--- src/sv/xcr_pkg.sv ---
// XMODEM receiver package: transfer types, phase codes, protocol bytes.
// Used by every module of the xmodem_crc_receiver block.
`timescale 1ns / 1ps
package xcr_pkg;

   typedef struct packed {
      logic       command;
      logic [7:0] rx_byte;
   } req_type;

   typedef struct packed {
      logic        send_valid;
      logic [7:0]  send_byte;
      logic        data_valid;
      logic [7:0]  data_byte;
      logic [6:0]  data_offset;
      logic        commit;
      logic [23:0] commit_address;
      logic [2:0]  status;
      logic        last;
   } rsp_type;

   typedef struct packed {
      logic [63:0] connect_key;
      logic [3:0]  connect_len;
      logic [7:0]  connect_timeout;
      logic [7:0]  start_timeout;
      logic [23:0] write_limit;
      logic        check_mode;
   } cfg_type;

   typedef struct packed {
      logic    v0;
      logic    v1;
      rsp_type r0;
      rsp_type r1;
   } core_out_type;

   localparam logic CMD_BYTE = 1'b0;
   localparam logic CMD_TICK = 1'b1;

   localparam logic [2:0] ST_CONNECT = 3'd0;
   localparam logic [2:0] ST_AWAIT   = 3'd1;
   localparam logic [2:0] ST_RECEIVE = 3'd2;
   localparam logic [2:0] ST_DONE    = 3'd3;
   localparam logic [2:0] ST_FAILED  = 3'd4;
   localparam logic [2:0] ST_TIMEOUT = 3'd5;

   localparam logic [2:0] CSR_KEY       = 3'd0;
   localparam logic [2:0] CSR_LEN       = 3'd1;
   localparam logic [2:0] CSR_CONN_TMO  = 3'd2;
   localparam logic [2:0] CSR_START_TMO = 3'd3;
   localparam logic [2:0] CSR_LIMIT     = 3'd4;
   localparam logic [2:0] CSR_MODE      = 3'd5;

   localparam logic [7:0] BYTE_C   = 8'h43;
   localparam logic [7:0] BYTE_SOH = 8'h01;
   localparam logic [7:0] BYTE_EOT = 8'h04;
   localparam logic [7:0] BYTE_ACK = 8'h06;
   localparam logic [7:0] BYTE_NAK = 8'h15;

   localparam logic [15:0] CRC_POLY = 16'h1021;
   localparam logic [2:0]  MAX_ERRORS = 3'd3;
   localparam logic [7:0]  TIMEOUT_RESET = 8'd10;
   localparam logic [3:0]  KEY_LEN_MAX = 4'd8;

   localparam int FIFO_DEPTH = 4;

endpackage

--- src/sv/xmodem_crc_receiver.sv ---
// XMODEM-CRC receiver with connect-key gate; top level.
// Each request is registered, then its results are queued for output.
// Throughput: one request per cycle; requests stall while fewer than two
// result-queue entries are free (a frame abort yields two results).
// Reset: synchronous, active high; registers return to their reset values.
// Depends on xcr_pkg, xcr_core, xcr_fifo.
`timescale 1ns / 1ps
module xmodem_crc_receiver #(
   parameter int FRAME_BYTES  = 128,
   parameter int ADDRESS_BITS = 24
) (
   input  logic             clock,
   input  logic             reset,
   input  logic             req_valid,
   output logic             req_ready,
   input  xcr_pkg::req_type req_data,
   output logic             rsp_valid,
   input  logic             rsp_ready,
   output xcr_pkg::rsp_type rsp_data,
   input  logic             csr_valid,
   output logic             csr_ready,
   input  logic [2:0]       csr_index,
   input  logic [63:0]      csr_data
);
   import xcr_pkg::*;

   cfg_type      cfg_ff, cfg_in;
   logic         in_valid_ff, in_valid_in;
   req_type      in_item_ff;
   logic         room;
   logic         fire;
   logic         csr_write;
   logic         reload;
   core_out_type core_out;

   assign csr_ready = 1'b1;
   assign csr_write = csr_valid && csr_ready;
   assign reload    = csr_write && (csr_index == CSR_CONN_TMO);
   assign fire      = in_valid_ff && room;
   assign req_ready = !in_valid_ff || room;

   always_comb begin
      cfg_in = cfg_ff;
      if (csr_write) begin
         unique case (csr_index)
            CSR_KEY:       cfg_in.connect_key     = csr_data;
            CSR_LEN:       cfg_in.connect_len     = csr_data[3:0];
            CSR_CONN_TMO:  cfg_in.connect_timeout = csr_data[7:0];
            CSR_START_TMO: cfg_in.start_timeout   = csr_data[7:0];
            CSR_LIMIT:     cfg_in.write_limit     = csr_data[23:0];
            CSR_MODE:      cfg_in.check_mode      = csr_data[0];
            default: begin
            end
         endcase
      end
   end

   always_comb begin
      in_valid_in = in_valid_ff;
      if (req_valid && req_ready) begin
         in_valid_in = 1'b1;
      end else if (fire) begin
         in_valid_in = 1'b0;
      end
   end

   always_ff @(posedge clock) begin
      if (reset) begin
         cfg_ff.connect_key     <= 64'd0;
         cfg_ff.connect_len     <= 4'd1;
         cfg_ff.connect_timeout <= TIMEOUT_RESET;
         cfg_ff.start_timeout   <= TIMEOUT_RESET;
         cfg_ff.write_limit     <= 24'd0;
         cfg_ff.check_mode      <= 1'b0;
         in_valid_ff            <= 1'b0;
      end else begin
         cfg_ff      <= cfg_in;
         in_valid_ff <= in_valid_in;
      end
   end

   always_ff @(posedge clock) begin
      if (req_valid && req_ready) begin
         in_item_ff <= req_data;
      end
   end

   xcr_core #(
      .FRAME_BYTES  (FRAME_BYTES),
      .ADDRESS_BITS (ADDRESS_BITS)
   ) u_core (
      .clock        (clock),
      .reset        (reset),
      .fire         (fire),
      .req          (in_item_ff),
      .cfg          (cfg_ff),
      .reload       (reload),
      .reload_value (csr_data[7:0]),
      .core_out     (core_out)
   );

   xcr_fifo u_fifo (
      .clock     (clock),
      .reset     (reset),
      .push0     (core_out.v0),
      .push1     (core_out.v1),
      .data0     (core_out.r0),
      .data1     (core_out.r1),
      .pop       (rsp_ready),
      .not_empty (rsp_valid),
      .head      (rsp_data),
      .room      (room)
   );

`ifndef SYNTHESIS
   assert property (@(posedge clock) disable iff (reset)
      core_out.v1 |-> (core_out.v0 && !core_out.r0.last && core_out.r0.status == ST_FAILED))
      else $error("abort result without a leading non-final result");

   assert property (@(posedge clock) disable iff (reset)
      (req_valid && req_ready && in_valid_ff) |-> fire)
      else $error("request taken over an unconsumed item");

   assert property (@(posedge clock) disable iff (reset)
      (!fire) |-> (!core_out.v0 && !core_out.v1))
      else $error("result pushed without a consumed item");
`endif

endmodule

--- src/sv/xcr_check.sv ---
// Frame check update for one data byte: CRC-16 poly 0x1021 or byte sum.
// Depends on xcr_pkg.
`timescale 1ns / 1ps
module xcr_check (
   input  logic [15:0] acc,
   input  logic [7:0]  data,
   input  logic        mode,
   output logic [15:0] acc_next
);
   import xcr_pkg::*;

   logic [15:0] crc;

   always_comb begin
      crc = acc ^ {data, 8'h00};
      for (int k = 0; k < 8; k++) begin
         if (crc[15]) begin
            crc = {crc[14:0], 1'b0} ^ CRC_POLY;
         end else begin
            crc = {crc[14:0], 1'b0};
         end
      end
      acc_next = mode ? (acc + {8'h00, data}) : crc;
   end

endmodule

--- src/sv/xcr_fifo.sv ---
// Result queue: up to two pushes and one pop per cycle.
// Depends on xcr_pkg.
`timescale 1ns / 1ps
module xcr_fifo (
   input  logic             clock,
   input  logic             reset,
   input  logic             push0,
   input  logic             push1,
   input  xcr_pkg::rsp_type data0,
   input  xcr_pkg::rsp_type data1,
   input  logic             pop,
   output logic             not_empty,
   output xcr_pkg::rsp_type head,
   output logic             room
);
   import xcr_pkg::*;

   localparam int PTR_BITS = $clog2(FIFO_DEPTH);
   localparam int CNT_BITS = $clog2(FIFO_DEPTH + 1);

   rsp_type               mem_ff [FIFO_DEPTH];
   logic [PTR_BITS-1:0]   head_ff, head_in;
   logic [PTR_BITS-1:0]   tail_ff, tail_in;
   logic [PTR_BITS-1:0]   tail_next;
   logic [CNT_BITS-1:0]   count_ff, count_in;
   logic                  do_pop;

   assign not_empty = (count_ff != '0);
   assign head      = mem_ff[head_ff];
   assign room      = (count_ff <= CNT_BITS'(FIFO_DEPTH - 2));
   assign do_pop    = pop && not_empty;
   assign tail_next = tail_ff + PTR_BITS'(1);

   always_comb begin
      head_in  = head_ff + PTR_BITS'(do_pop);
      tail_in  = tail_ff + PTR_BITS'(push0) + PTR_BITS'(push1);
      count_in = count_ff + CNT_BITS'(push0) + CNT_BITS'(push1) - CNT_BITS'(do_pop);
   end

   always_ff @(posedge clock) begin
      if (reset) begin
         head_ff  <= '0;
         tail_ff  <= '0;
         count_ff <= '0;
      end else begin
         head_ff  <= head_in;
         tail_ff  <= tail_in;
         count_ff <= count_in;
      end
   end

   always_ff @(posedge clock) begin
      if (push0) begin
         mem_ff[tail_ff] <= data0;
      end
      if (push1) begin
         mem_ff[tail_next] <= data1;
      end
   end

endmodule

--- src/sv/xcr_core.sv ---
// Receiver state and per-item decision: key match, start, frame check, commit.
// Depends on xcr_pkg and xcr_check.
`timescale 1ns / 1ps
module xcr_core #(
   parameter int FRAME_BYTES  = 128,
   parameter int ADDRESS_BITS = 24
) (
   input  logic                   clock,
   input  logic                   reset,
   input  logic                   fire,
   input  xcr_pkg::req_type       req,
   input  xcr_pkg::cfg_type       cfg,
   input  logic                   reload,
   input  logic [7:0]             reload_value,
   output xcr_pkg::core_out_type  core_out
);
   import xcr_pkg::*;

   localparam int POS_BITS = $clog2(FRAME_BYTES + 5);
   localparam logic [POS_BITS-1:0] POS_LEAD    = POS_BITS'(0);
   localparam logic [POS_BITS-1:0] POS_BLOCK   = POS_BITS'(1);
   localparam logic [POS_BITS-1:0] POS_COMPL   = POS_BITS'(2);
   localparam logic [POS_BITS-1:0] POS_DATA    = POS_BITS'(3);
   localparam logic [POS_BITS-1:0] POS_CHK_HI  = POS_BITS'(FRAME_BYTES + 3);

   logic [2:0]              phase_ff, phase_in;
   logic [7:0]              tick_ff, tick_in;
   logic [3:0]              key_matched_ff, key_matched_in;
   logic [7:0]              expected_ff, expected_in;
   logic [POS_BITS-1:0]     pos_ff, pos_in;
   logic [7:0]              got_block_ff, got_block_in;
   logic [7:0]              got_compl_ff, got_compl_in;
   logic [15:0]             check_ff, check_in;
   logic [7:0]              check_high_ff, check_high_in;
   logic [2:0]              errors_ff, errors_in;
   logic [ADDRESS_BITS-1:0] addr_ff, addr_in;

   logic [15:0]             check_upd;
   logic [3:0]              len_eff;
   logic [7:0]              want;
   logic [7:0]              tick_dec;
   logic [POS_BITS-1:0]     offset;
   logic [POS_BITS+6:0]     offset_ext;
   logic [32:0]             addr_ext;
   logic [32:0]             limit_ext;
   logic                    frame_ok;
   logic                    limit_ok;
   logic                    abort;
   rsp_type                 r0;

   xcr_check u_check (
      .acc      (check_ff),
      .data     (req.rx_byte),
      .mode     (cfg.check_mode),
      .acc_next (check_upd)
   );

   always_comb begin
      if (cfg.connect_len == 4'd0) begin
         len_eff = 4'd1;
      end else if (cfg.connect_len > KEY_LEN_MAX) begin
         len_eff = KEY_LEN_MAX;
      end else begin
         len_eff = cfg.connect_len;
      end
   end

   assign want       = cfg.connect_key[{key_matched_ff[2:0], 3'b000} +: 8];
   assign tick_dec   = tick_ff - 8'd1;
   assign offset     = pos_ff - POS_DATA;
   assign offset_ext = {7'b0, offset};
   assign addr_ext   = {{(33 - ADDRESS_BITS){1'b0}}, addr_ff};
   assign limit_ext  = {9'b0, cfg.write_limit};
   assign limit_ok   = (cfg.write_limit == 24'd0) || (addr_ext < limit_ext);
   assign frame_ok   = (got_block_ff == expected_ff)
                    && (~got_compl_ff == expected_ff)
                    && (check_high_ff == check_ff[15:8])
                    && (req.rx_byte == check_ff[7:0]);

   always_comb begin
      phase_in       = phase_ff;
      tick_in        = tick_ff;
      key_matched_in = key_matched_ff;
      expected_in    = expected_ff;
      pos_in         = pos_ff;
      got_block_in   = got_block_ff;
      got_compl_in   = got_compl_ff;
      check_in       = check_ff;
      check_high_in  = check_high_ff;
      errors_in      = errors_ff;
      addr_in        = addr_ff;
      abort          = 1'b0;
      r0             = '0;

      if (fire) begin
         unique case (phase_ff)
            ST_CONNECT: begin
               if (req.command == CMD_TICK) begin
                  if (key_matched_ff >= len_eff) begin
                     phase_in = ST_AWAIT;
                     tick_in  = cfg.start_timeout;
                  end else begin
                     tick_in = tick_dec;
                     if (tick_dec == 8'd0) begin
                        phase_in = ST_TIMEOUT;
                     end
                  end
               end else if (key_matched_ff < len_eff) begin
                  key_matched_in = (req.rx_byte == want) ? key_matched_ff + 4'd1 : 4'd0;
               end
            end
            ST_AWAIT: begin
               if (req.command == CMD_TICK) begin
                  r0.send_valid = 1'b1;
                  r0.send_byte  = BYTE_C;
                  tick_in       = tick_dec;
                  if (tick_dec == 8'd0) begin
                     phase_in = ST_TIMEOUT;
                  end
               end else if (req.rx_byte == BYTE_SOH) begin
                  phase_in    = ST_RECEIVE;
                  pos_in      = POS_BLOCK;
                  expected_in = 8'd1;
                  errors_in   = 3'd0;
                  addr_in     = '0;
                  check_in    = 16'd0;
               end
            end
            ST_RECEIVE: begin
               if (req.command == CMD_BYTE) begin
                  priority if (pos_ff == POS_LEAD) begin
                     if (req.rx_byte == BYTE_EOT) begin
                        r0.send_valid = 1'b1;
                        r0.send_byte  = BYTE_ACK;
                        phase_in      = (errors_ff != 3'd0) ? ST_FAILED : ST_DONE;
                     end else begin
                        pos_in = POS_BLOCK;
                     end
                  end else if (pos_ff == POS_BLOCK) begin
                     got_block_in = req.rx_byte;
                     check_in     = 16'd0;
                     pos_in       = POS_COMPL;
                  end else if (pos_ff == POS_COMPL) begin
                     got_compl_in = req.rx_byte;
                     pos_in       = POS_DATA;
                  end else if (pos_ff < POS_CHK_HI) begin
                     r0.data_valid  = 1'b1;
                     r0.data_byte   = req.rx_byte;
                     r0.data_offset = offset_ext[6:0];
                     check_in       = check_upd;
                     pos_in         = pos_ff + POS_BITS'(1);
                  end else if (pos_ff == POS_CHK_HI) begin
                     check_high_in = req.rx_byte;
                     pos_in        = pos_ff + POS_BITS'(1);
                  end else begin
                     pos_in        = POS_LEAD;
                     r0.send_valid = 1'b1;
                     if (frame_ok) begin
                        r0.send_byte = BYTE_ACK;
                        if (limit_ok) begin
                           r0.commit         = 1'b1;
                           r0.commit_address = addr_ext[23:0];
                           addr_in           = addr_ff + ADDRESS_BITS'(FRAME_BYTES);
                        end
                        errors_in   = 3'd0;
                        expected_in = expected_ff + 8'd1;
                     end else begin
                        r0.send_byte = BYTE_NAK;
                        errors_in    = errors_ff + 3'd1;
                        if (errors_in > MAX_ERRORS) begin
                           phase_in = ST_FAILED;
                           abort    = 1'b1;
                        end
                     end
                  end
               end
            end
            default: begin
            end
         endcase
      end else if (reload && phase_ff == ST_CONNECT) begin
         tick_in = reload_value;
      end

      r0.status = phase_in;
      r0.last   = !abort;
   end

   always_comb begin
      core_out.v0 = fire && (r0.send_valid || r0.data_valid || r0.commit
                             || phase_in != phase_ff);
      core_out.v1 = abort;
      core_out.r0 = r0;
      core_out.r1 = '0;
      core_out.r1.send_valid = 1'b1;
      core_out.r1.send_byte  = BYTE_ACK;
      core_out.r1.status     = ST_FAILED;
      core_out.r1.last       = 1'b1;
   end

   always_ff @(posedge clock) begin
      if (reset) begin
         phase_ff       <= ST_CONNECT;
         tick_ff        <= TIMEOUT_RESET;
         key_matched_ff <= 4'd0;
         expected_ff    <= 8'd1;
         pos_ff         <= '0;
         check_ff       <= 16'd0;
         errors_ff      <= 3'd0;
         addr_ff        <= '0;
      end else begin
         phase_ff       <= phase_in;
         tick_ff        <= tick_in;
         key_matched_ff <= key_matched_in;
         expected_ff    <= expected_in;
         pos_ff         <= pos_in;
         check_ff       <= check_in;
         errors_ff      <= errors_in;
         addr_ff        <= addr_in;
      end
   end

   always_ff @(posedge clock) begin
      got_block_ff  <= got_block_in;
      got_compl_ff  <= got_compl_in;
      check_high_ff <= check_high_in;
   end

endmodule

--- config.mk ---
export PLATFORM = sky130hd
export DESIGN_NAME = xmodem_crc_receiver
export DESIGN_NICKNAME = d
export VERILOG_FILES = /design/src/sv/xcr_pkg.sv /design/src/sv/xmodem_crc_receiver.sv /design/src/sv/xcr_check.sv /design/src/sv/xcr_fifo.sv /design/src/sv/xcr_core.sv
export SDC_FILE = /design/constraint.sdc
export NUM_CORES = 1
export LEC_CHECK = 0
export ABC_AREA = 0
export BUFFER_PORTS_ARGS = -buffer_cell sky130_fd_sc_hd__buf_4
export CORE_UTILIZATION = 54
export CTS_BUF_LIST = sky130_fd_sc_hd__clkbuf_8
export DETAILED_ROUTE_END_ITERATION = 6
export PLACE_DENSITY = 0.73
export SETUP_SLACK_MARGIN = 0.05
export SKIP_LAST_GASP = 1
export SLEW_MARGIN = 20
export SYNTH_ARGS = -nofsm -noshare
export SYNTH_HDL_FRONTEND = slang
export SYNTH_SLANG_ARGS = --single-unit
--- constraint.sdc ---
create_clock -name clock -period 9.4 [get_ports clock]
set_clock_uncertainty 0.15 [all_clocks]
set_input_delay 1.88 -clock clock [delete_from_list [all_inputs] [get_ports clock]]
set_output_delay 1.88 -clock clock [all_outputs]
set_load 0.005 [all_outputs]
# [Word level (Yosys, flattened, before mapping)]
# Memories as Yosys holds them, arrays and structs flattened. A register that Yosys moved wholly into a read port is not among the register bits.
# Index checks and enable logic that the tools add are counted.
# W data, S select, Z words.
[word_totals] out_inout_bits=57 mem_count=1 ram_bits=216 regBits=216 inputBits=81
[op_classes] addsub=15 eq_ne=34 muxes=117 shifts=1 reduce_logical=42 order_cmp=7 n_bitwise=15
[mem_list] name="u_fifo.mem_ff" words=4 width=54 read_ports=1 rd_ports_with_merged_regs=1 wr=2 line_no="xcr_fifo.sv:21" source="rsp_type mem_ff [FIFO_DEPTH];"
[op_table] op="$mux W24" n=10
[op_table] op="$mux W50" n=4
[op_table] op="$mux W8" n=21
[op_table] op="$mux W16" n=9
[op_table] op="$mux W13" n=8
[op_table] op="$mux W25" n=4
[op_table] op="$mux W41" n=2
[op_table] op="$mux W3" n=25
[op_table] op="$shiftx A64 B7 Y8" n=1
[op_table] op="$pmux W24 S2" n=1
[op_table] op="$pmux W8 S2" n=3
[op_table] op="$mux W9" n=5
[op_table] op="$eq A8 B8 Y1" n=5
[op_table] op="$pmux W16 S2" n=1
[op_table] op="$add A24 B8 Y24 const B" n=1
[op_table] op="$logic_not A24 Y1" n=1
[op_table] op="$lt A24 B24 Y1" n=1
[op_table] op="$not A3 Y3" n=8
[op_table] op="$pmux W9 S2" n=1
[op_table] op="$add A16 B8 Y16" n=1
[op_table] op="$add A8 B1 Y8 const B" n=2
[op_table] op="$eq A8 B1 Y1 const B" n=2
[op_table] op="$logic_not A8 Y1" n=2
[op_table] op="$mux W1" n=16
[op_table] op="other kinds (49)" n=97

# [Depth between registers and ports, before layout]
[logic_depth] word_depth=24 ltp_mapped=16

# [Hierarchy]
# A second synthesis with hierarchy kept.
[unflattened] hier_cells=1996 area_unflattened_um2=24270.8
[modules_own_cells] module="xcr_fifo" instances=1 area_per_inst_um2=11198.2 seq_area_each_um2=6626.4 cells_each=565
[modules_own_cells] module="xcr_core" instances=1 area_per_inst_um2=6999.2 seq_area_each_um2=2062.0 cells_each=838
[modules_own_cells] module="xmodem_crc_receiver" instances=1 area_per_inst_um2=5019.8 seq_area_each_um2=2472.4 cells_each=450
[modules_own_cells] module="xcr_check" instances=1 area_per_inst_um2=1053.5 seq_area_each_um2=0.0 cells_each=143

# [Worst setup path after synthesis]
# Ideal clock, no wire load.
[synth_path] path_kind="register to output" start="reg, netlist name u_fifo.head_ff[0]" end="out rsp_data[10] (netlist bit)" path_stages_with_launch=5 path_slack_ns=5.314 arrival_time_ns=2.056 n_path_buf=3 cell_sequence="dfxtp_1 > clkbuf_1 > buf_1 > mux4_2 > buf_4"
[synth_lines] item="to (decl)" line_no="xmodem_crc_receiver.sv:19" source="output xcr_pkg::rsp_type rsp_data,"

==> results by stage <==
STA:
- The worst slack on hold paths is 0.300 ns.
- Timing would allow up to 212 MHz.
- The setup TNS is 0 ns.
- The measured slew at the worst slew-check pin is 1.05 ns.
- Setup violations remaining at the end of the flow were counted as 0.
- The number of pins exceeding their max-slew limit in the final report is 0.
- After layout, the worst path uses 50.2% of the clock period.
- In this run the tightest slew margin relative to its limit is 29.8%.
- The hold violation total from the final report came to 0.
- The shortest clock period the worst path allows after layout is approximately 4.7 ns.
- Setup repair after global routing left no endpoint under its margin.

Drt:
- After the first detailed-routing iteration, the DRC count stood at 1382.
- The final routed DRC violation total is 0.
- The residual antenna-violating net count after detailed routing is 0.
- The detailed-route wire length is 50800 µm.
- For this run, the detailed router's first-pass iteration total came to 6.
- Summing over every cut layer, the via total after detailed routing is 16300.
- Dividing the detail-routed via count by the number of cells gives 6.05.
- The routed length per instance is 18.9 µm.

Die:
- The region available for standard cell placement spans 34700 µm².
- The initial utilization of the core area, before any placement, comes to between 50% and 60%.
- The floorplan die height is 190 µm.
- The floorplan has 68 rows.
- The floorplan step set the die width to 190 µm.
- The floorplan die area is 36200 µm².
- The count of pins on the block boundary is 138.

Logic synthesis:
- The number of flip-flops and latches in the synthesized netlist is between 300 and 400.
- Counting distinct cell types in the post-synthesis netlist gives 90.
- The combined area of all synthesized cells is 19100 µm².
- The share of flip-flops with an asynchronous set or reset after synthesis is 0%.
- The most frequently used flop master after synthesis is dfxtp_1.
- The synthesized design contains 33 enable-type register cells.
- The number of warnings printed during yosys synthesis is 0.
- The number of standard cells after synthesis is 2124.
- After synthesis, flip-flops and latches occupy 42.4% of the total area.
- The synthesized area per cell is ~9 µm².

Critical path:
- The reg-to-reg critical path endpoint is u_fifo.count_ff[2].
- In this design, the stage delay of the slowest critical-path cell is 0.70 ns.
- Data on the critical path is required at its endpoint by approximately 7.4 ns.
- The worst setup path is captured at an output port.
- The critical path launch point type is a flip-flop.
- The cell count of the worst reg-to-reg path is 12.
- Along the worst path, the maximum fanout reaches 39.
- The data arrival time at the worst-slack endpoint is 2.69 ns.
- The launch instance of the worst register-to-register path is in_item_ff[5].
- Traced cell by cell, the critical path runs through buf_4, mux4_2, buf_4.
- The critical path in this run is classified as reg2out.
- On the critical path the largest part of the delay comes from buffers and inverters.
- The critical-path cell with the highest stage delay is buf_4.
- The setup slack of the worst register-to-register path is 4.88 ns.
- Counting stages on the worst path, the most repeated cell is buf_4.
- The critical path contains buffers and inverters numbering 2 combined.

Cells and area:
- The library cell used most frequently in the layout, excluding fill and tap cells, is nand2_1.
- In the final design database the tool counted 2309 nets.
- The antenna diode instance count is 0.
- The top cell types in the final layout, fill and taps aside, are nand2_1, dfxtp_1, a21oi_1.
- The area of all placed cells without fillers is 21600 µm².
- The finished layout holds 2689 standard cells, fillers aside.
- The share of post-route cells with drive strength above 1 is between 10% and 20%.
- The area overhead of the layout relative to synthesis is 12.7%.

Clocking:
- The tree is rooted in a clkbuf_8.
- The clock sink count is approximately 390.
- After clock tree synthesis, the clock-pin slew on the worst setup and hold paths is approximately 0.070 ns.
- The longest clock path from root to sink contains 3 buffers.
- In this run the post-CTS setup repair buffer count came out at 0.
- The H-tree was split into 3 levels.
- The insertion delay to the later sink of the worst-skew pair is 0.62 ns.
- In this run, post-CTS repair resized a total of 0 instances.
- Buffers inserted to repair hold after CTS numbered 0.
- The TritonCTS buffer count is 67.
- The CTS tree is yes.

Global routing:
- The largest net degree at the start of global routing is between 90 and 100.
- Global routing used approximately 28% of the available tracks across all layers.
- The number of antenna violations at the first check in global routing is 0.
- The residual overflow from global routing is 0.
- The number of global-route vias before repair is ~16000.
- The wire length of the first global-routing pass is ~81000 µm.

Hold path:
- The start point of the worst hold path is u_fifo.mem_ff[0][38].
- The path with the worst hold slack has its endpoint at u_fifo.mem_ff[0][38].
- The hold-critical path depth is 2.
- In this run the worst hold path is classified as reg2reg.

Pwr:
- The peak supply drop is 0.000164 V.
- The power per cell area is 186 nW/µm².
- The total power is 4.01 mW.
- In this run the static leakage power is 8.34 nW.

Place:
- The quantity of I/O buffers inserted on ports is 133.
- After detailed placement, the design holds a cell count of 2566.
- After legalization and detailed placement, the total HPWL measured 33800 µm.
- The post-detailed-placement cell area is 20100 µm².
- The global placer's final weighted congestion is 0.892.

Run:
- Max-cap violations in this run came to 0.

Status:
- The flow ran to the end, and the final reports show no timing, DRC or antenna violations.
kinds of logic (layout without fill, tap and decap cells):
group | count (synthesis) | count (layout) | synth area share, %
xor gates and xnor gates | 71 | 71 | 3.25
muxes | 170 | 170 | 12.5
DFF | 389 | 389 | 42.4
AOI/OAI and AO/OA | 423 | 423 | 14.1
buffers and inverters | 220 | 328 | 5.08
other | 2 | 4 | 0.0393
adders and majority gates | 48 | 48 | 3.30
and+or+nand+nor | 801 | 801 | 19.3
registers in the layout, summed over array words and instances (netlist names):
register               flops
u_fifo.mem_ff            180
cfg_ff                   101
u_core.addr_ff            17
u_core.check_ff           16
in_item_ff                 9
u_core.check_high_ff       8
u_core.expected_ff         8
u_core.got_block_ff        8
u_core.got_compl_ff        8
u_core.pos_ff              8
u_core.tick_ff             8
u_core.key_matched_ff      4
u_core.errors_ff           3
u_core.phase_ff            3
u_fifo.count_ff            3
u_fifo.head_ff             2
u_fifo.tail_ff             2
in_valid_ff                1
cells in the mapped netlist, types with 5 or more instances:
cell type,instances,share of area [%]
a211oi_1,9,0.35
a21oi_1,180,4.7
a21oi_2,6,0.27
a221o_1,5,0.26
a22oi_1,14,0.55
a31o_1,6,0.27
a31o_2,21,0.96
a31oi_1,5,0.16
and2_1,12,0.39
and3_1,16,0.52
buf_1,6,0.12
buf_2,20,0.52
buf_4,24,0.94
clkbuf_1,115,2.3
dfxtp_1,356,37
edfxtp_1,33,5.2
ha_1,44,2.9
inv_1,49,0.96
mux2i_1,115,6.0
mux4_2,55,6.5
nand2_1,399,7.8
nand2b_1,10,0.33
nand3_1,84,2.2
nand3b_1,9,0.35
nand4_1,17,0.56
nor2_1,117,2.3
nor2b_1,11,0.36
nor3_1,53,1.4
nor3b_1,7,0.27
nor4_1,19,0.62
o211ai_1,10,0.39
o21a_1,7,0.27
o21ai_0,73,1.9
o21ai_1,12,0.31
o21ai_2,5,0.23
o221a_2,5,0.29
o221ai_1,9,0.41
or3_1,11,0.36
or3b_2,5,0.23
xnor2_1,43,2.0
xor2_1,28,1.3
stage by stage:
stage,utilization (%),setup WS [ns]
floorplan,-,5.31
global placement,58.0,5.05
detailed placement,58.0,4.95
CTS,62.1,4.61
global route,62.1,4.49
finish,62.1,4.68
how the worst max path moves through the flow:
stage	from	endpoint	slack, ns	cells after the start
after detailed placement	in_item_ff[5]	u_fifo.count_ff[2]	4.95	12
after global placement	in_item_ff[5]	u_fifo.count_ff[2]	5.05	12
after global routing	u_fifo.head_ff[0]	rsp_data[6]	4.49	3
final	u_fifo.head_ff[0]	rsp_data[8]	4.68	3
after floorplan	u_fifo.head_ff[0]	rsp_data[10]	5.31	4
after CTS	u_fifo.head_ff[0]	rsp_data[6]	4.61	3
cell type report:
cell class | instances | area, µm²
Timing Repair Buffer | 154 | 1160
Multi-Input combinational cell | 1517 | 10100
Clock inverter | 35 | 194
Clock buffer | 88 | 1210
Sequential cell | 389 | 8120
Tap cell | 455 | 569
Inverter | 51 | 191
Fill cell | 2947 | 13200
routing by layer:
metal | vias up | routed length (µm) | global-route usage, %
li1 | 7641 | - | -
met3 | 108 | 3510 | 4.75
met4 | 0 | 1420 | 10.6
met2 | 643 | 23600 | 45.1
met5 | - | 0 | 0
met1 | 7865 | 22300 | 38.0
tightest hold or removal path: stages, from the launching register on:
cell and delay, ns:
dfxtp_1 0.31, nand2_1 0.05, o21ai_1 0.05
report_power, final:
part | switching, mW | internal (mW)
logic | 0.361 | 0.255
clock network | 0.703 | 0.870
registers | 0.0780 | 1.74
total | 1.14 | 2.86
(Power assumes the default switching activity.)
